<file path="config.mk">
export PLATFORM = sky130hd
export DESIGN_NAME = mf3_median
export DESIGN_NICKNAME = d
export VERILOG_FILES = /design/src/design/mf3_pkg.sv /design/src/design/mf3_median.sv
export SDC_FILE = /design/constraint.sdc
export NUM_CORES = 1
export LEC_CHECK = 0
export BUFFER_PORTS_ARGS = -buffer_cell sky130_fd_sc_hd__buf_2
export CORE_AREA = 2 2 138 140
export DETAILED_ROUTE_END_ITERATION = 8
export DIE_AREA = 0 0 140 142
export MAX_ROUTING_LAYER = met4
export PLACE_DENSITY = 0.77
export SYNTH_ARGS = -nofsm -noshare
export SYNTH_HDL_FRONTEND = slang
export SYNTH_SLANG_ARGS = --single-unit
</file>
<file path="constraint.sdc">
create_clock -name clock -period 5.65 [get_ports clock]
set_input_delay 0.2825 -clock clock [delete_from_list [all_inputs] [get_ports clock]]
set_output_delay 0.2825 -clock clock [all_outputs]
set_load 0.01 [all_outputs]
</file>
<file path="src/design/mf3_pkg.sv">
// ----------------------------------------------------------------------------
// 3x3 median filter package
// Shared constants, types and compare helpers of the median filter blocks.
// ----------------------------------------------------------------------------
package mf3_pkg;

   localparam int PIX_W          = 8;
   localparam int CFG_W          = 11;
   localparam int DEF_MAX_WIDTH  = 1024;
   localparam int DEF_MAX_HEIGHT = 1024;
   localparam int RESET_SIZE     = 1024;
   localparam int MIN_WIDTH      = 2;
   localparam int MIN_HEIGHT     = 1;
   localparam int FIFO_DEPTH     = 16;

   typedef enum logic {
      REG_FRAME_WIDTH  = 1'b0,
      REG_FRAME_HEIGHT = 1'b1
   } reg_index_type;

   typedef logic [PIX_W-1:0] pix_type;

   // Window entry index is column * 3 + row, column 2 being the newest.
   typedef pix_type [8:0] win_type;

   // One accepted item on its way into the line stores.
   typedef struct packed {
      logic    col0;
      logic    last_col;
      logic    r_ge1;
      logic    r_ge2;
      logic    flush;
      pix_type val;
   } item_type;

   // Control that travels alongside a window through the median pipeline.
   typedef struct packed {
      logic valid;
      logic emit_a;
      logic emit_b;
      logic last;
   } ctl_type;

   typedef struct packed {
      pix_type lo;
      pix_type md;
      pix_type hi;
   } trio_type;

   typedef struct packed {
      logic    last;
      pix_type median;
   } rsp_type;

   function automatic pix_type min2(pix_type a, pix_type b);
      return (a < b) ? a : b;
   endfunction

   function automatic pix_type max2(pix_type a, pix_type b);
      return (a < b) ? b : a;
   endfunction

   function automatic pix_type min3(pix_type a, pix_type b, pix_type c);
      return min2(min2(a, b), c);
   endfunction

   function automatic pix_type max3(pix_type a, pix_type b, pix_type c);
      return max2(max2(a, b), c);
   endfunction

   function automatic pix_type med3(pix_type a, pix_type b, pix_type c);
      return max2(min2(a, b), min2(max2(a, b), c));
   endfunction

   function automatic trio_type sort3(pix_type a, pix_type b, pix_type c);
      trio_type t;
      t.lo = min3(a, b, c);
      t.md = med3(a, b, c);
      t.hi = max3(a, b, c);
      return t;
   endfunction

endpackage

</file>
<file path="src/design/mf3_median.sv">
// ----------------------------------------------------------------------------
// 3x3 median filter median pipeline
// Column sort, row merge and final pick over three register stages.
// ----------------------------------------------------------------------------
module mf3_median (
   input  logic              clock,
   input  logic              reset,
   input  mf3_pkg::ctl_type  in_ctl,
   input  mf3_pkg::win_type  in_win,
   output mf3_pkg::ctl_type  out_ctl,
   output mf3_pkg::pix_type  out_med_a,
   output mf3_pkg::pix_type  out_med_b
);

   mf3_pkg::ctl_type        m1_ctl_ff;
   mf3_pkg::trio_type [2:0] col_in;
   mf3_pkg::trio_type [2:0] col_ff;
   mf3_pkg::ctl_type        m2_ctl_ff;
   mf3_pkg::pix_type        a_lo_ff, a_md_ff, a_hi_ff;
   mf3_pkg::pix_type        b_lo_ff, b_md_ff;
   mf3_pkg::ctl_type        m3_ctl_ff;
   mf3_pkg::pix_type        med_a_ff, med_b_ff;

   // Each window column sorted on its own.
   always_comb begin
      for (int k = 0; k < 3; k++) begin
         col_in[k] = mf3_pkg::sort3(in_win[3 * k], in_win[3 * k + 1], in_win[3 * k + 2]);
      end
   end

   always_ff @(posedge clock) begin
      if (reset) begin
         m1_ctl_ff <= '0;
         m2_ctl_ff <= '0;
         m3_ctl_ff <= '0;
      end else begin
         m1_ctl_ff <= in_ctl;
         m2_ctl_ff <= m1_ctl_ff;
         m3_ctl_ff <= m2_ctl_ff;
      end
   end

   // The second result sees columns one and two beside a zero column, so its
   // low is the larger low, its middle the smaller middle and its high zero.
   always_ff @(posedge clock) begin
      col_ff   <= col_in;
      a_lo_ff  <= mf3_pkg::max3(col_ff[0].lo, col_ff[1].lo, col_ff[2].lo);
      a_md_ff  <= mf3_pkg::med3(col_ff[0].md, col_ff[1].md, col_ff[2].md);
      a_hi_ff  <= mf3_pkg::min3(col_ff[0].hi, col_ff[1].hi, col_ff[2].hi);
      b_lo_ff  <= mf3_pkg::max2(col_ff[1].lo, col_ff[2].lo);
      b_md_ff  <= mf3_pkg::min2(col_ff[1].md, col_ff[2].md);
      med_a_ff <= mf3_pkg::med3(a_lo_ff, a_md_ff, a_hi_ff);
      med_b_ff <= mf3_pkg::min2(b_lo_ff, b_md_ff);
   end

   assign out_ctl   = m3_ctl_ff;
   assign out_med_a = med_a_ff;
   assign out_med_b = med_b_ff;

endmodule

</file>
==> results.py <==
metrics = {
    "floorplan": {
        "start_util": 0.567,
        "dieArea_um2": 19900,
        "num_rows": 50,
        "core_um2": 18500,
        "die_w_um": 140,
        "fp.dieH_um": 142,
        "io_pins": 98,
    },
    "synthesis": {
        "yosys_register_bits": 140,
        "synth_cell_types": 71,
        "async_flop_share": 0,
        "syn_area_um2": 10500,
        "synthesis.nets": 1428,
        "synth_cells": 1175,
        "syn_avg_cell_area_um2": 8.91,
        "synth_ff_type": "dfxtp_1",
        "yosysSeqAreaShare": 0.268,
        "yosys_warnings": 0,
        "synth-edff-count": 0,
    },
    "clock_network": {
        "clkLatencyLatePin_ps": 420,
        "max-clock-path-buffers": 2,
        "cts.reportedPaths.clkPinSlew_ps": 60,
        "cts_hold_buffers": 0,
        "root_buffer": "clkbuf_16",
        "cts_tree": "yes",
        "htree_levels": 4,
        "cts_made_buffers": 17,
        "cts.sinks": 140,
    },
    "routing": {
        "via_per_inst": 5.78,
        "drc_errors": 5,
        "first_pass_iters": 9,
        "routed_wl_mm": 25.6,
        "first_iter_violations": 657,
        "num_vias": 8923,
        "ant_nets": 0,
        "wl_per_cell_um": 16.6,
    },
    "power_and_ir_drop": {
        "intPower_mw": 4.76,
        "power_density_nw_per_um2": 715,
        "comb_power_share": 0.674,
        "clock_power_share": 0.130,
        "seq_power_share": 0.196,
        "p_leak_nw": 6.13,
        "peakVddDrop_uv": 501,
        "swShare": 0.447,
        "p_sw_mw": 3.84,
    },
    "critical_path": {
        "crit_top_cell": "ha_1",
        "reg2reg_from": "col_ff[39]",
        "end_kind": "flip-flop",
        "path_buf_inv": 1,
        "r2r_cells": 20,
        "path_max_fanout": 6,
        "crit_slowest_cell": "o311ai_2",
        "critical_path_class": "reg -> reg",
        "worstSetupStartpointType": "flip-flop",
        "critical_path_arrival_ps": 5730,
        "rr_endpoint": "a_md_ff[0]",
        "r2r_slack_ps": 230,
        "slowest_delay_ps": 660,
        "cp_top_family": "compound AO/OA/AOI/OAI gates",
        "path_cells": "inv_1 > ha_1 > nand4_1 > o311ai_2 > nand2_1 > o21ai_0 > ha_1 > a211oi_1 > o21bai_1 > nor2_1 > a21oi_2 > o21ai_0 > ha_1 > o21a_1 > o2111ai_1 > o21ba_2 > o41ai_4 > nand2_2 > mux2_4 > o211a_1",
        "cp_data_required_time_ps": 5960,
    },
    "sta": {
        "worst_pin_slew_ps": 952,
        "fin_crit_ps": 5420,
        "drv_slew": 0,
        "slew-limit-headroom": 0.365,
        "finalCritPeriodShare": 0.959,
        "setup-violations-final": 0,
        "clock-skew-final_ps": 9.28,
        "final-hold-violation-count": 0,
        "whs_ps": 73.1,
        "fmax_mhz": 185,
        "setup_slack_ps": 234,
    },
    "cells_and_area": {
        "final_area_um2": 12000,
        "drive_gt1_frac": 0.207,
        "syn_to_final_growth_pct": 14.8,
        "num-fill-cells": 1478,
        "final_core_util": 0.651,
        "final_cells": 1543,
        "insertedDiodeCount": 0,
        "regArea_um2": 2800,
        "fin_nets": 1550,
        "multi_input_area_um2": 7070,
    },
    "placement": {
        "place_area_um2": 11300,
        "routabilityCongestion": 0.995,
        "dpl_worst_slack_ps": 124,
        "portBuffers": 97,
        "hpwl_mm": 20.4,
        "placed_cells": 1502,
    },
    "global_routing": {
        "grt_use_total": 0.265,
        "grt_pass1_wl_mm": 40.9,
        "grt_pass1_vias": 8505,
        "antenna_found_initial": 0,
        "grt_overflow": 0,
        "grt_max_degree": 27,
    },
    "flow_run": {
        "cap_violations": 0,
    },
    "hold_path": {
        "hold_depth": 2,
        "min_path_type": "in -> reg",
        "min_to": "m1_ctl_ff[1]",
        "min_from": "in_ctl[1]",
    },
    "run_status": {
        "status": "finished, violations left",
        "violations": "design-rule violations",
    },
}
final cells by class:
cell class	instances	share of cell area
well taps	234	0.0244
repair buffers	123	0.0577
inverters	151	0.0472
clock inverters	14	0.0142
clock buffers	17	0.0354
flip-flops and latches	140	0.233
multi-input cells	864	0.588
metal layers:
metal / GRT usage / wire [um] / vias up
met5: - / 0 / -
met4: 0.0835 / 697 / 0
met3: 0.0410 / 1450 / 61
met2: 0.444 / 12100 / 274
met1: 0.331 / 11300 / 4166
li1: - / - / 4422
power groups by stage:
stage               Clock (mW)  Combinational [mW]  Sequential [mW]
detailed placement           0                5.27             1.70
CTS                       1.13                5.35             1.68
global placement             0                5.11             1.69
global route              1.18                6.38             1.72
finish                    1.12                5.79             1.69
floorplan                    0                4.04             1.62
cell usage in the layout, fill, tap and decap left out, types with 3 or more instances in the layout:
| master | synthesis | routed |
|---|---|---|
| ha_1 | 175 | 175 |
| inv_1 | 151 | 151 |
| dfxtp_1 | 140 | 140 |
| nand2_1 | 99 | 99 |
| buf_2 | 7 | 97 |
| o21ai_0 | 92 | 91 |
| mux2i_1 | 90 | 89 |
| mux2_2 | 80 | 80 |
| a21oi_1 | 59 | 58 |
| nor2_1 | 51 | 50 |
| a21o_1 | 34 | 34 |
| buf_4 | 0 | 25 |
| nor2b_1 | 22 | 22 |
| clkbuf_16 | 0 | 17 |
| nand4_1 | 16 | 16 |
| o21a_1 | 13 | 13 |
| nand2b_1 | 12 | 12 |
| nor3_1 | 10 | 10 |
| o21ai_1 | 9 | 9 |
| a211oi_1 | 8 | 8 |
| nand3_1 | 7 | 7 |
| a31oi_1 | 5 | 5 |
| a21oi_2 | 3 | 4 |
| and2_1 | 4 | 4 |
| clkinvlp_4 | 0 | 4 |
| o21ba_2 | 3 | 3 |
| o21ai_2 | 3 | 3 |
| a41oi_1 | 3 | 3 |
| o21bai_1 | 3 | 3 |
| or3_1 | 3 | 3 |
| nor4_1 | 3 | 3 |
| o211ai_1 | 3 | 3 |
| clkinv_2 | 0 | 3 |
| bufinv_16 | 0 | 3 |
metrics by stage:
step	setup TNS, ps	total power [mW]
6_report	0	8.59
5_1_grt	-23.6	9.28
3_3_place_gp	0	6.80
4_1_cts	0	8.16
2_1_floorplan	0	5.66
3_5_place_dp	0	6.96
worst max path at each step:
stage               start    endpoint  slack, ps  depth (start not counted)
2_1_floorplan  col_ff[37]  a_md_ff[0]        610                         24
3_3_place_gp   col_ff[39]  a_md_ff[0]        280                         19
5_1_grt        col_ff[38]  a_md_ff[0]        -20                         20
3_5_place_dp   col_ff[35]  a_md_ff[0]        120                         21
4_1_cts        col_ff[35]  a_md_ff[0]         90                         21
6_report       col_ff[39]  a_md_ff[0]        230                         20
sequential cells by signal, indices dropped and copies added, names as in the netlist:
signal     cells
out_med_a      8
m1_ctl_ff      4
a_md_ff        8
a_lo_ff        8
m2_ctl_ff      4
out_ctl        4
a_hi_ff        8
out_med_b      8
b_md_ff        8
col_ff        72
b_lo_ff        8
synth_stat cells, types with 5 or more instances:
| cell | instances | area (um^2) |
|---|---|---|
| o21ai_0 | 92 | 460 |
| nand3_1 | 7 | 35.0 |
| a21oi_1 | 59 | 295 |
| dfxtp_1 | 140 | 2800 |
| nor3_1 | 10 | 50.1 |
| buf_2 | 7 | 35.0 |
| nand2_1 | 99 | 372 |
| a31oi_1 | 5 | 31.3 |
| mux2_2 | 80 | 901 |
| inv_1 | 151 | 567 |
| nor2b_1 | 22 | 138 |
| a21o_1 | 34 | 255 |
| nor2_1 | 51 | 191 |
| a211oi_1 | 8 | 60.1 |
| nand2b_1 | 12 | 75.1 |
| ha_1 | 175 | 2190 |
| o21ai_1 | 9 | 45.0 |
| clkbuf_1 | 13 | 48.8 |
| mux2i_1 | 90 | 901 |
| nand4_1 | 16 | 100 |
| o21a_1 | 13 | 97.6 |
cell families after synthesis:
family                   Yosys count  synth area share
AO/OA/AOI/OAI                    273             0.176
AND/OR/NAND/NOR                  243             0.109
adder cells (fa/ha/maj)          175             0.209
buffers and inverters            173            0.0643
multiplexers                     171             0.174
flip-flops                       140             0.268
timing repair:
action / 4_1_cts / 5_1_grt
setup endpoints to repair: 0 / 16
endpoints found under the hold margin: 0 / 0
gates resized for setup: 0 / 9
buffers inserted: 0 / 8
No activity file was read; power rests on OpenSTA's default activity.
