## config.mk

```make
export PLATFORM = sky130hd
export DESIGN_NAME = mf3_fifo
export DESIGN_NICKNAME = d
export VERILOG_FILES = /design/src/design/mf3_pkg.sv /design/src/design/mf3_fifo.sv
export SDC_FILE = /design/constraint.sdc
export NUM_CORES = 1
export LEC_CHECK = 0
export ABC_AREA = 0
export BUFFER_PORTS_ARGS = -buffer_cell sky130_fd_sc_hd__buf_2
export CAP_MARGIN = 20
export CORE_ASPECT_RATIO = 0.5
export CORE_UTILIZATION = 42
export DETAILED_ROUTE_END_ITERATION = 12
export PLACE_DENSITY_LB_ADDON = 0.25
export SYNTH_ARGS = -nofsm -noshare
export SYNTH_HDL_FRONTEND = slang
export SYNTH_SLANG_ARGS = --single-unit
```

## constraint.sdc

```tcl
create_clock -name clock -period 7.99 [get_ports clock]
set_input_delay 1.1985 -clock clock [delete_from_list [all_inputs] [get_ports clock]]
set_output_delay 1.1985 -clock clock [all_outputs]
set_load 0.005 [all_outputs]
```

## src/design/mf3_pkg.sv

```systemverilog
// ----------------------------------------------------------------------------
// 3x3 median filter package
// Shared constants, types and compare helpers of the median filter blocks.
// ----------------------------------------------------------------------------
package mf3_pkg;

   localparam int PIX_W          = 8;
   localparam int CFG_W          = 11;
   localparam int DEF_MAX_WIDTH  = 1024;
   localparam int DEF_MAX_HEIGHT = 1024;
   localparam int RESET_SIZE     = 1024;
   localparam int MIN_WIDTH      = 2;
   localparam int MIN_HEIGHT     = 1;
   localparam int FIFO_DEPTH     = 16;

   typedef enum logic {
      REG_FRAME_WIDTH  = 1'b0,
      REG_FRAME_HEIGHT = 1'b1
   } reg_index_type;

   typedef logic [PIX_W-1:0] pix_type;

   // Window entry index is column * 3 + row, column 2 being the newest.
   typedef pix_type [8:0] win_type;

   // One accepted item on its way into the line stores.
   typedef struct packed {
      logic    col0;
      logic    last_col;
      logic    r_ge1;
      logic    r_ge2;
      logic    flush;
      pix_type val;
   } item_type;

   // Control that travels alongside a window through the median pipeline.
   typedef struct packed {
      logic valid;
      logic emit_a;
      logic emit_b;
      logic last;
   } ctl_type;

   typedef struct packed {
      pix_type lo;
      pix_type md;
      pix_type hi;
   } trio_type;

   typedef struct packed {
      logic    last;
      pix_type median;
   } rsp_type;

   function automatic pix_type min2(pix_type a, pix_type b);
      return (a < b) ? a : b;
   endfunction

   function automatic pix_type max2(pix_type a, pix_type b);
      return (a < b) ? b : a;
   endfunction

   function automatic pix_type min3(pix_type a, pix_type b, pix_type c);
      return min2(min2(a, b), c);
   endfunction

   function automatic pix_type max3(pix_type a, pix_type b, pix_type c);
      return max2(max2(a, b), c);
   endfunction

   function automatic pix_type med3(pix_type a, pix_type b, pix_type c);
      return max2(min2(a, b), min2(max2(a, b), c));
   endfunction

   function automatic trio_type sort3(pix_type a, pix_type b, pix_type c);
      trio_type t;
      t.lo = min3(a, b, c);
      t.md = med3(a, b, c);
      t.hi = max3(a, b, c);
      return t;
   endfunction

endpackage

```

## src/design/mf3_fifo.sv

```systemverilog
// ----------------------------------------------------------------------------
// 3x3 median filter result queue
// Register queue taking up to two entries per cycle and giving one.
// ----------------------------------------------------------------------------
module mf3_fifo #(
   parameter int WIDTH = 9,
   parameter int DEPTH = mf3_pkg::FIFO_DEPTH,
   localparam int PW   = $clog2(DEPTH),
   localparam int CW   = $clog2(DEPTH + 1)
) (
   input  logic             clock,
   input  logic             reset,
   input  logic             push_a,
   input  logic [WIDTH-1:0] data_a,
   input  logic             push_b,
   input  logic [WIDTH-1:0] data_b,
   output logic             out_valid,
   input  logic             out_ready,
   output logic [WIDTH-1:0] out_data,
   output logic [CW-1:0]    count
);

   // DEPTH is a power of two so that the pointers wrap on their own.
   logic [WIDTH-1:0] mem_ff [DEPTH];
   logic [PW-1:0]    wr_ptr_ff;
   logic [PW-1:0]    rd_ptr_ff;
   logic [CW-1:0]    count_ff;
   logic             pop;

   assign pop = out_valid & out_ready;

   always_ff @(posedge clock) begin
      if (reset) begin
         wr_ptr_ff <= '0;
         rd_ptr_ff <= '0;
         count_ff  <= '0;
      end else begin
         wr_ptr_ff <= wr_ptr_ff + PW'(push_a) + PW'(push_b);
         rd_ptr_ff <= rd_ptr_ff + PW'(pop);
         count_ff  <= count_ff + CW'(push_a) + CW'(push_b) - CW'(pop);
      end
   end

   always_ff @(posedge clock) begin
      if (push_a) begin
         mem_ff[wr_ptr_ff] <= data_a;
      end
      if (push_b) begin
         mem_ff[wr_ptr_ff + PW'(push_a)] <= data_b;
      end
   end

   assign out_valid = (count_ff != '0);
   assign out_data  = mem_ff[rd_ptr_ff];
   assign count     = count_ff;

endmodule

```

==> results of run 1 <==
## worst max-delay path, delay by kind of cell
kind,cells,cell delay [ns]
AOI/OAI and AO/OA,2,1.11
adders and majority gates,2,0.66
buffers and inverters,2,0.43
and+or+nand+nor,2,0.69
## where the power goes
part           internal, uW  switching (uW)
sequential              973            51.1
combinational           301             316
clock                   400             356
## layout make-up
type,instances,share of cell area
Tap cell,259,0.03517
Clock buffer,17,0.04616
Multi-Input combinational cell,327,0.3765
Timing Repair Buffer,49,0.02906
Inverter,8,0.003259
Sequential cell,157,0.4978
Clock inverter,15,0.01208
## per-stage QoR
step,instances,cell area [sq um],total power (uW)
6_report,832,9215,2397
3_3_place_gp,791,8618,1645
3_5_place_dp,794,8638,1652
4_1_cts,826,9175,2403
5_1_grt,832,9215,2501
2_1_floorplan,538,8288,1467
## logic make-up (layout without fill, tap and decap cells)
kind of cell	Yosys count	count (layout)	share of synthesized area
muxes	144	144	0.2527
buffers and inverters	54	89	0.02823
and+or+nand+nor	72	72	0.04559
AOI/OAI and AO/OA	90	90	0.09043
adders and majority gates	13	13	0.02144
DFF	157	157	0.5531
xor gates and xnor gates	8	8	0.008453
## synthesized netlist by cell type, types with 2 or more instances
master and n:
nand2b_1 5, buf_2 13, nor2_2 4, buf_6 2
ha_1 11, or2_1 2, a21bo_2 3, mux2_2 90
nor2b_1 10, a21oi_4 4, fa_1 2, mux2_4 18
nand3b_1 4, a22oi_1 18, a21oi_1 3, nor2_1 9
a21oi_2 2, nand3_1 4, mux4_2 36, inv_1 7
xor2_1 4, nand2_1 22, xnor2_1 4, edfxtp_1 144
o22ai_1 10, o2bb2ai_1 36, clkbuf_1 28, buf_1 3
o21ai_0 8, and2_1 4, or3_1 3, dfxtp_1 13
## flip-flops by register name, summed over array words and instances, names as in the netlist
register and cells:
count 5, mem_ff 144, rd_ptr_ff 4, wr_ptr_ff 4
## worst max-delay path by stage
stage / end / startpoint / slack [ns] / depth (start not counted)
6_report: mem_ff[4][5] / push_a / 4.07 / 8
5_1_grt: mem_ff[4][5] / push_a / 3.87 / 8
4_1_cts: mem_ff[4][2] / push_a / 3.99 / 7
3_5_place_dp: mem_ff[4][0] / push_a / 3.55 / 7
3_3_place_gp: mem_ff[4][0] / push_a / 3.69 / 7
2_1_floorplan: mem_ff[8][0] / push_a / 4.53 / 8
## layout by cell type, fill, tap and decap left out, drive strengths merged, types with 5 or more instances in the layout
| cell | n |
|---|---|
| o2bb2ai | 36 |
| ha | 11 |
| o21ai | 9 |
| nor2 | 13 |
| nand2b | 5 |
| inv | 13 |
| a22oi | 18 |
| clkbuf | 18 |
| o22ai | 10 |
| mux2 | 108 |
| clkinv | 6 |
| buf | 48 |
| a21oi | 9 |
| mux4 | 36 |
| dfxtp | 13 |
| nand2 | 22 |
| nor2b | 10 |
| edfxtp | 144 |
## per-layer routing
metal  vias to the layer above  global-route usage  routed length, microns
met2                       201              0.3304                    9362
met1                      2611              0.3317                   10470
met4                         0             0.04287                     114
met3                        11             0.05566                    1633
li1                       2195                   -                       -
met5                         -                   0                       0
==> run summary, run 1 <==
The flow ran to the end, and the final reports show no timing, DRC or antenna violations. The clock edge transition at the registers on the reported setup and hold paths was 0.07 ns. The run gives 0.2432 as the headroom to the max-slew limit. In the synthesized netlist, the number of instances is 538. After filler insertion, the fill cell instance count of the layout stands at 1608.

Walking the worst path, the cells encountered are buf_2 -> ha_1 -> ha_1 -> nor2b_1 -> a32oi_2 -> or2_1 -> o21ai_0 -> clkbuf_2. The slowest stage of the critical path is the a32oi_2 cell. Once the clock tree was built, the setup fixing pass inserted 0 buffers.

The repair_antennas step left the layout with diodes totalling 0. Setup violations remaining at the end of the flow were counted as 0. The routed design could run at a clock period as short as 3.924 ns. For this run, the leading register cell type out of synthesis is edfxtp_1. The first global-routing pass estimated 32180 microns of wire. The number of port buffers was 37. The final route contains 5018 vias.

The tools report the share of synthesized area occupied by flip-flops and latches as 0.5531. Setup repair after global routing left no endpoint under its margin. The later-pin clock latency in the skew report is 0.42 ns.

The worst setup path category was input pin to register. The min-delay analysis places its worst path in the category register to register. Worst-case register-to-register setup slack: 4.62 ns. The pre-antenna-repair detailed-routing pass consisted of 5 iterations. Fraction of final layout cells with drive strength greater than 1: 0.4276.

For hold timing, the worst endpoint is rd_ptr_ff[3]. Maximum operating frequency: 254.8 MHz. The final hold violation count was 0. The largest net degree at the start of global routing is 39, and the largest stage delay on the critical path is 0.68 ns. Prior to clock tree synthesis, the placed netlist has a worst setup slack of 3.547 ns.

The longest clock path from root to sink contains 2 buffers. The post-layout utilization of the core came out at 0.4882. For this design the ratio of total power to cell area is 260.2 nW/um^2. The starting density of the core was 0.4391.

Ranked by total cell area, the synthesized netlist is headed by edfxtp_1 (52%), mux2_2 (12%), mux4_2 (9.8%). The fraction of registers with async set or reset after synthesis works out to 0. The signed area change from the synthesized netlist to the final layout came out at 11.19%. Dividing the synthesized area by the synthesized cell count gives 15.41 sq um.

For the worst setup path, the data arrival time is 4.10 ns. The number of hold buffers added after CTS is 0, and the total congestion overflow after global routing is 0. Measured along the y axis, the die boundary spans 101.3 microns. When the netlist entered floorplanning its net count stood at 574.

In the final layout, the multi-input gates occupy 3470 sq um. The share of the clock period used by the worst path came out at 0.4911. The tools report the launch point of the worst hold path as rd_ptr_ff[3].

The required time of the critical path is 8.16 ns. The final weighted congestion in routability-driven placement is 0.8600. For the pin with the worst max-slew slack, the measured transition is 1.135 ns. Summed over all layers, the routed wires come to 21580 microns. After the last flow step, the layout net total stands at 596. For the global router's overall resource usage, the log shows 0.2226. Width of the chip: 200.7 microns. The run gives 0 as the final antenna-violating net count. The number of warning messages in the yosys log is 0. In the final routed layout, each cell accounts on average for 25.93 microns. Setup total negative slack on the finished layout was measured at 0 ns.

The number of sinks on the clock net came out at 157. The max capacitance violation total is 0, and the number of cells upsized or downsized after cts is 0. Detailed placement finished with a half-perimeter wire length of 14540 microns. The number of cells on the worst reg-to-reg path is 7.

The most common cell type on the critical path is ha_1. Registers take 4587 sq um. STA classifies the critical path endpoint as a register.

For the maximum level of the CTS H-tree, the log shows 4. Dividing the detail-routed via count by the number of cells gives 6.031. On the final layout, the worst clock skew is 0.01096 ns.

Final hold analysis gives a worst-case slack of 0.6207 ns. The number of global-route vias before repair is 4787. Clock buffer count from CTS: 17. In this run the critical register-to-register path is launched from wr_ptr_ff[0]. For this run, design rule violations remaining after detail routing come to 0.

The die covers 20330 sq um. The region available for standard cell placement spans 18870 sq um. The area share of the leading cell type in the synthesized netlist was 0.5217; the max-slew violation count was 0. The kind of launch point of the worst setup path is an input pin.

In this run, synthesis inferred 144 flip-flops with an integrated enable. The run gives 0 as the number of antenna violations at the first check in global routing. In this run the critical register-to-register path is captured at mem_ff[4][5].

Setup slack closes at 4.066 ns. During I/O placement, the number of pins put on the boundary was 38. Synthesis inferred 157 register bits. TritonCTS built the clock tree. The mapped netlist covers 8288 sq um.

In this run, distinct cell masters in the synthesized netlist total 44. The floorplan row count came out at 35. Summed over all cells, the static leakage comes to 0.003032 uW. The first routing iteration left 541 violations.

VDD sags by at most 186.0 uV. Along the worst path, the maximum fanout reaches 15. Along the worst hold path, the cell count comes to 2. Cell taking the most area after synthesis: edfxtp_1. CTS placed an instance of clkbuf_16 at the clock tree root.
(Power assumes the default switching activity.)
==> run 2: changes to the inputs <==
- ABC_AREA: 0 -> 1
- clock period: 7.99 -> 3.35 ns (I/O delays scaled with it)
==> run 2 against run 1 <==
Clock-buffer cell count increased by 3. Cell count rose by 84%. Non-clock buffer count grew 22. Largest cell class unchanged.
==> run summary, run 2 <==
The area share of the leading cell type in the synthesized netlist came out at 0.4615 (-0.06026). The net count after synthesis was 1265 (+120%). The later-pin clock latency in the skew report was 0.44 ns (+0.02 ns). Largest stage delay on the critical path: 0.49 ns (-0.19 ns). The number of cells produced by synthesis was 1229 (+130%); the final weighted congestion in routability-driven placement was 0.9176 (+6.7%).

Headroom to the max-slew limit: 0.4784 (+0.2352). The parity-gate share of the synthesized area counting xor and xnor cells was 0.006276 (-0.002178); the die area was 22950 sq um (+13%). The clock edge transition at the registers on the reported setup and hold paths is 0.06 ns (about the same).

Average wire per standard cell: 19.17 microns (-26%). In the synthesized netlist, the cells that appear most often are nand2_1 (492), nand3_1 (262), edfxtp_1 (144). The number of port buffers is 37 (unchanged), and the fraction of final layout cells with drive strength greater than 1 is 0.1061 (-0.3215).

The max capacitance violation total was 0 (unchanged). The number of flip-flops in the largest register was 144 (unchanged); the number of hold buffers added after CTS was 0 (unchanged). The tools report the number of warning messages in the yosys log as 0 (unchanged).

The final total power was 6467 uW (+170%); the final hold violation count was 0 (unchanged). The number of antenna violations at the first check in global routing was 0 (unchanged). The maximum fanout along the worst path was 19 (+4). Sorting the synthesized cells by area gives the leading types as edfxtp_1 (46%), nand2_1 (20%), nand3_1 (14%). The met1 capacity usage during global routing was 0.3703 (+0.03856); the final number of setup-violating endpoints was 0 (unchanged). The tools report the overall routed net length as 29430 microns (+36%). The multiplexer share of the synthesized area is 0 (-0.2527). The slowest stage of the critical path is the clkinv_1 cell. The run gives 0 (unchanged) as the final antenna-violating net count. The number of cells upsized or downsized after cts was 0 (unchanged); the buffer levels on the longest clock path was 2 (unchanged). The tools report the number of diodes as 0 (unchanged). The ratio of total power to cell area was 622.3 nW/um^2 (+140%); the met2 capacity usage during global routing was 0.3830 (+0.05257). Basic-gate share of the synthesized area counting and, or, nand and nor cells: 0.3747 (+0.3291). The run gives 0.4303 (-0.008808) as the starting density of the core. The predominant post-synthesis flop cell is edfxtp_1. The final non-filler cell area was 10390 sq um (+13%); the final critical-path required period was 2.866 ns.

The area growth from synthesis to layout is 10.91%. The run gives 2098 (+30%) as the filler cell count. The transition time of the tightest slew-check pin is 0.7824 ns (-0.3528 ns), and the number of nets in the layout is 1258 (+110%). The run gives 0 ns (unchanged) as the setup TNS after final layout. The library cells used most frequently in the layout, excluding fill and tap cells, are nand2_1 (492), nand3_1 (262), edfxtp_1 (144), inv_1 (129), buf_2 (43). The average cell area after synthesis is 7.624 sq um (-51%), and the clock buffer count from CTS is 17 (unchanged). Among the stages of the critical path, the cell type that occurs most often is nand3_1.

The width of the chip came out at 213.2 microns (+6.3%). The worst path arrival time is 2.36 ns (-1.74 ns). For the maximum level of the CTS H-tree, the log shows 4 (unchanged). The run gives 6 (+1) as the first-pass iteration count of the detailed router.

The share of the clock period used by the worst path was 0.8556. The number of DRC markers after the initial detailed-route iteration was 985 (+82%); the synthesized flop and latch total was 157 (unchanged). Count of flip-flops with a built-in enable after synthesis: 144 (unchanged). After synthesis, the largest family of logic cells by area is simple AND/OR/NAND/NOR gates. TritonCTS built the clock tree. Global router's overall resource usage: 0.2673 (+0.04463). The worst setup path category is register to output pin. The post-synthesis share of cell area spent on full adders, half adders and majority gates came out at 0.01896 (-0.002476). edfxtp_1 takes more of the synthesized area than any other cell. The mean number of vias per cell was 5.481 (-9.1%).

The placement-stage cell area came out at 9746 sq um (+13%). Post-CTS setup buffer count: 0 (unchanged). The largest net degree at the start of global routing is 74 (+90%), and the standby leakage power is 0.005018 uW (+66%). The tools report the total vias in the final route as 8413 (+68%). The compound-cell area share of the yosys netlist was 0.01122 (-0.07921).

Commonest non-fill, non-tap cell in the layout: nand2_1. The required time of the critical path was 2.85 ns (-5.31 ns). The run finished with clean final reports. In the post-synthesis netlist, the cell with the most instances is nand2_1. Worst min-delay path class: input pin to register. Static timing analysis puts the maximum clock frequency at 348.9 MHz.

The fraction of registers with async set or reset after synthesis came out at 0 (unchanged). DRC violations left: 0 (unchanged). The global routing stage identified its most utilized layer as met2. The final worst clock skew is 0.01272 ns (+0.001759 ns), and the global-route track usage on met3 is 0.08343 (+0.02777). The sum of net half-perimeters after detailed placement is 19310 microns (+33%), and the wire length of the first global-routing pass is 43540 microns (+35%).

For the floorplan row count, the log shows 38 (+8.6%). The tools report the number of sinks on the clock net as 157 (unchanged). The max-slew violation count was 0 (unchanged).

The total congestion overflow after global routing is 0 (unchanged), and the share of synthesized area occupied by flip-flops and latches is 0.4893 (-0.06389). The summed instance area of the synthesized netlist is 9370 sq um (+13%). Area inside the core boundary: 21780 sq um (+15%). STA classifies the critical path startpoint as a register.

For the I/O pin count, the log shows 38 (unchanged). The register with the most flip-flops is mem_ff. The vertical die dimension is 107.6 microns (+6.2%), and the number of global-route vias before repair is 7413 (+55%). The tree is rooted in a clkbuf_16. The signal on the critical path passes through clkinv_1 -> buf_4 -> nand3_1 -> nand3_1 -> nand3_1 -> nand2_1 -> buf_2.

The run gives 297.2 uV (+60%) as the worst supply voltage drop on vdd. Post-synthesis cell type count: 29 (-34%). Post-layout utilization of the core: 0.4772 (-0.01099). The endpoint kind of the worst setup timing path was an output pin.

Setup repair after global routing left no endpoint under its margin.
-- run 2: changes by cell type after synthesis, moves of 10 or more --
cell / delta
o22ai_1: -10
nor2_1: +10
inv_1: +122
mux2_2: -90
buf_1: +11
o2bb2ai_1: -36
mux4_2: -36
a22oi_1: -18
nand2_1: +470
nand2_4: +16
mux2_4: -18
nand3_1: +258
nor2b_1: -10
clkbuf_1: +28
-- run 2: report_power, final --
group	switching (uW)	internal, uW	leakage [uW]
sequential	76.6	2340	0.00142
clock	783	1160	0.000273
combinational	1460	644	0.00333
-- run 2: worst paths after layout --
path                     start      endpoint  slack (ns)  depth (start not counted)
hold reg to reg       count[3]      count[4]        0.62                          3
hold / removal           reset      count[0]        0.35                          2
setup reg to reg  wr_ptr_ff[0]  mem_ff[9][7]        0.71                          7
setup / recovery  rd_ptr_ff[1]   out_data[6]        0.48                          7
-- run 2: critical path, delay by kind of cell, from the launching register on --
kind,cells,cell delay [ns]
flops,1,0.34
buf+inv,3,1.05
simple gates,4,0.54
-- run 2: area by class of cell --
class                           count  area, sq um  area share
Tap cell                          300        375.4     0.03612
Inverter                          134        503.0     0.04840
Sequential cell                   157         4586      0.4412
Clock inverter                     12        147.6     0.01421
Multi-Input combinational cell    841         3874      0.3727
Timing Repair Buffer               71        470.5     0.04527
Clock buffer                       20        436.7     0.04202
-- run 2: through the flow --
stage / std cells / hold slack, ns / worst slack (ns)
2_1_floorplan: 1229 / 0.5490 / 0.8064
3_3_place_gp: 1490 / 0.6059 / 0.5096
3_5_place_dp: 1492 / 0.6187 / 0.4444
4_1_cts: 1524 / 0.3539 / 0.5319
5_1_grt: 1535 / 0.3768 / 0.3913
6_report: 1535 / 0.3529 / 0.4836
-- run 2: layer usage --
layer | vias up | part of all wire
li1 | 3925 | -
met1 | 3789 | 0.41
met2 | 603 | 0.42
met3 | 96 | 0.13
met4 | 0 | 0.038
met5 | - | 0
-- run 2: logic make-up after synthesis --
| group | count (synthesis) |
|---|---|
| AO/OA/AOI/OAI | 21 |
| XOR/XNOR | 5 |
| adder cells (fa/ha/maj) | 13 |
| buffers and inverters | 231 |
| flip-flops | 157 |
| AND/OR/NAND/NOR | 802 |
==> run 3: changes to the inputs <==
- CORE_UTILIZATION: 42 -> 57
==> run 3 against run 2 <==
Maximum frequency is 1.1% higher. Design area is 0.47% lower. Clock skew is 0.0059 ns lower. Utilization is 18 points higher. Hold slack worse by 0.020 ns. Via count is 0.36% lower. Critical path type unchanged. Largest cell class unchanged.
==> run summary, run 3 (synthesis gave the netlist of run 2 again) <==
The transition time of the tightest slew-check pin was 1.064 ns (+0.2819 ns); the headroom to the max-slew limit was 0.2829 (-0.1954). The clock edge transition at the registers on the reported setup and hold paths was 0.06 ns (about the same). TritonCTS built the clock tree. The max capacitance violation total is 0 (unchanged). For the first-pass iteration count of the detailed router, the log shows 6 (unchanged). The clock buffer count from CTS was 17 (unchanged); the vertical die dimension was 92.66 microns (-14%).

The number of flip-flops in the largest register was 144 (unchanged). mem_ff holds more flip-flops than any other register. The final hold violation count is 0 (unchanged). The number of cells on the critical path was 7 (unchanged); the hold path depth was 2 (unchanged).

The final hold slack was 0.3332 ns (-0.01975 ns); the maximum level of the CTS H-tree was 4 (unchanged). The floorplan row count is 32 (-16%), and the final non-filler cell area is 10340 sq um (-0.47%). The number of sinks on the clock net is 157 (unchanged), and the final critical-path required period is 2.835 ns (-0.03121 ns).

The worst min-delay path class is input pin to register. The later-pin clock latency in the skew report was 0.44 ns (about the same). The worst supply voltage drop on vdd came out at 438.3 uV (+47%). The starting density of the core is 0.5955 (+0.1652). The number of antenna violations at the first check in global routing was 0 (unchanged); the final worst clock skew was 0.006776 ns (-0.005940 ns). The mean number of vias per cell is 5.742 (+4.8%).

The post-CTS setup buffer count is 0 (unchanged). The overall routed net length is 27920 microns (-5.2%), and the critical path buffer and inverter count is 3 (unchanged). The max-slew violation count is 0 (unchanged), and the sum of net half-perimeters after detailed placement is 18380 microns (-4.8%). The area inside the core boundary is 15740 sq um (-28%), and the ratio of total power to cell area is 622.8 nW/um^2 (about the same).

The average wire per standard cell works out to 19.12 microns (-0.28%). The critical path goes through clkinv_1 -> buf_4 -> nand3_1 -> nand3_1 -> nand3_1 -> nand2_1 -> buf_2. The number of nets in the layout is 1262 (+0.32%). By instance count, the cell type seen most on the critical path is nand3_1. The maximum operating frequency is 352.7 MHz (+1.1%), and the worst path arrival time is 2.33 ns (-0.03 ns). The number of global-route vias before repair came out at 7519 (+1.4%). The library cell used most frequently in the layout, excluding fill and tap cells, is nand2_1.

Dominant delay contributor by cell family on the critical path: flip-flops. The flow ran to the end, and the final reports show no timing, DRC or antenna violations. The fraction of final layout cells with drive strength greater than 1 is 0.1106 (+0.004500), and the setup TNS after final layout is 0 ns (unchanged).

Clock root buffer master: clkbuf_16. The width of the chip works out to 183.3 microns (-14%). The worst setup path is captured at an output pin. The run gives 8383 (-0.36%) as the total vias in the final route. For this design, the slowest cell found on the critical path is dfxtp_1.

The largest stage delay on the critical path is 0.80 ns (+0.31 ns), and the final weighted congestion in routability-driven placement is 0.9190 (+0.15%). The maximum fanout along the worst path is 36 (+17), and the signed area change from the synthesized netlist to the final layout is 10.39%. The number of diodes was 0 (unchanged). The total congestion overflow after global routing is 0 (unchanged), and the I/O pin count is 38 (unchanged). The number of cells on the worst reg-to-reg path came out at 7 (unchanged). The buffer levels on the longest clock path is 2 (unchanged), and the final antenna-violating net count is 0 (unchanged). For the global router's overall resource usage, the log shows 0.3471 (+0.07985). The share of the clock period used by the worst path came out at 0.8463 (-0.009317). For the required time of the critical path, the log shows 2.85 ns (about the same).

The placement-stage cell area was 9662 sq um (-0.86%); the number of cells upsized or downsized after cts was 0 (unchanged). The post-layout utilization of the core is 0.6574 (+0.1801), and the largest net degree at the start of global routing is 74 (unchanged). Number of port buffers: 37 (unchanged). The worst setup path is launched from a register.

For the DRC violations left, the log shows 0 (unchanged). By startpoint and endpoint, the worst setup path is classified as register to output pin. Setup repair after global routing left no endpoint under its margin. The wire length of the first global-routing pass is 42340 microns (-2.8%), and the number of DRC markers after the initial detailed-route iteration is 1308 (+33%).

For the final number of setup-violating endpoints, the log shows 0 (unchanged). The top cell types in the final layout, fill and taps aside, are nand2_1 (492), nand3_1 (262), edfxtp_1 (144), inv_1 (129), buf_2 (47). Number of hold buffers added after CTS: 0 (unchanged). The die area is 16990 sq um (-26%). Standby leakage power: 0.005056 uW (+0.76%).
run 3: layer usage:
metal	global-route usage	wire length, microns
met2	0.5076	11320
met5	0	0
met3	0.09044	4598
met1	0.4904	11040
met4	0.1424	956
run 3: worst reg2reg max path: cells and delay by family (launching register included):
kind	cells	cell delay [ns]
compound gates	1	0.30
xor+xnor	1	0.15
fa+ha+maj	2	0.55
buf+inv	1	0.29
flops	1	0.44
simple gates	2	0.65
run 3: metrics by stage:
stage | setup slack (ns) | std cells | total power [uW]
CTS | 0.5809 | 1447 | 6390
global route | 0.4000 | 1460 | 6752
floorplan | 0.8064 | 1229 | 3843
finish | 0.5148 | 1460 | 6442
detailed placement | 0.4366 | 1415 | 4454
global placement | 0.5189 | 1415 | 4414
run 3: area by class of cell:
type | instances | area, sq um
fill | 1285 | 5391
sequential | 157 | 4586
multi-input combinational | 841 | 3874
clock buffer | 24 | 546.8
inverter | 134 | 503.0
timing repair buffer | 75 | 493.0
tap | 221 | 276.5
clock inverter | 8 | 65.06
run 3: path summary, 6_finish.rpt:
check                    start           end  slack, ns
hold reg to reg       count[3]      count[4]       0.63
setup reg to reg  wr_ptr_ff[0]  mem_ff[5][0]       0.67
setup / recovery  rd_ptr_ff[1]   out_data[5]       0.51
hold / removal           reset  rd_ptr_ff[0]       0.33
run 3: power by group:
part | internal, uW | switching [uW] | total, uW | leakage [uW]
combinational | 649 | 1410 | 2060 | 0.00335
sequential | 2330 | 85.1 | 2420 | 0.00142
clock | 1150 | 810 | 1960 | 0.000286
total | 4140 | 2310 | 6440 | 0.00506
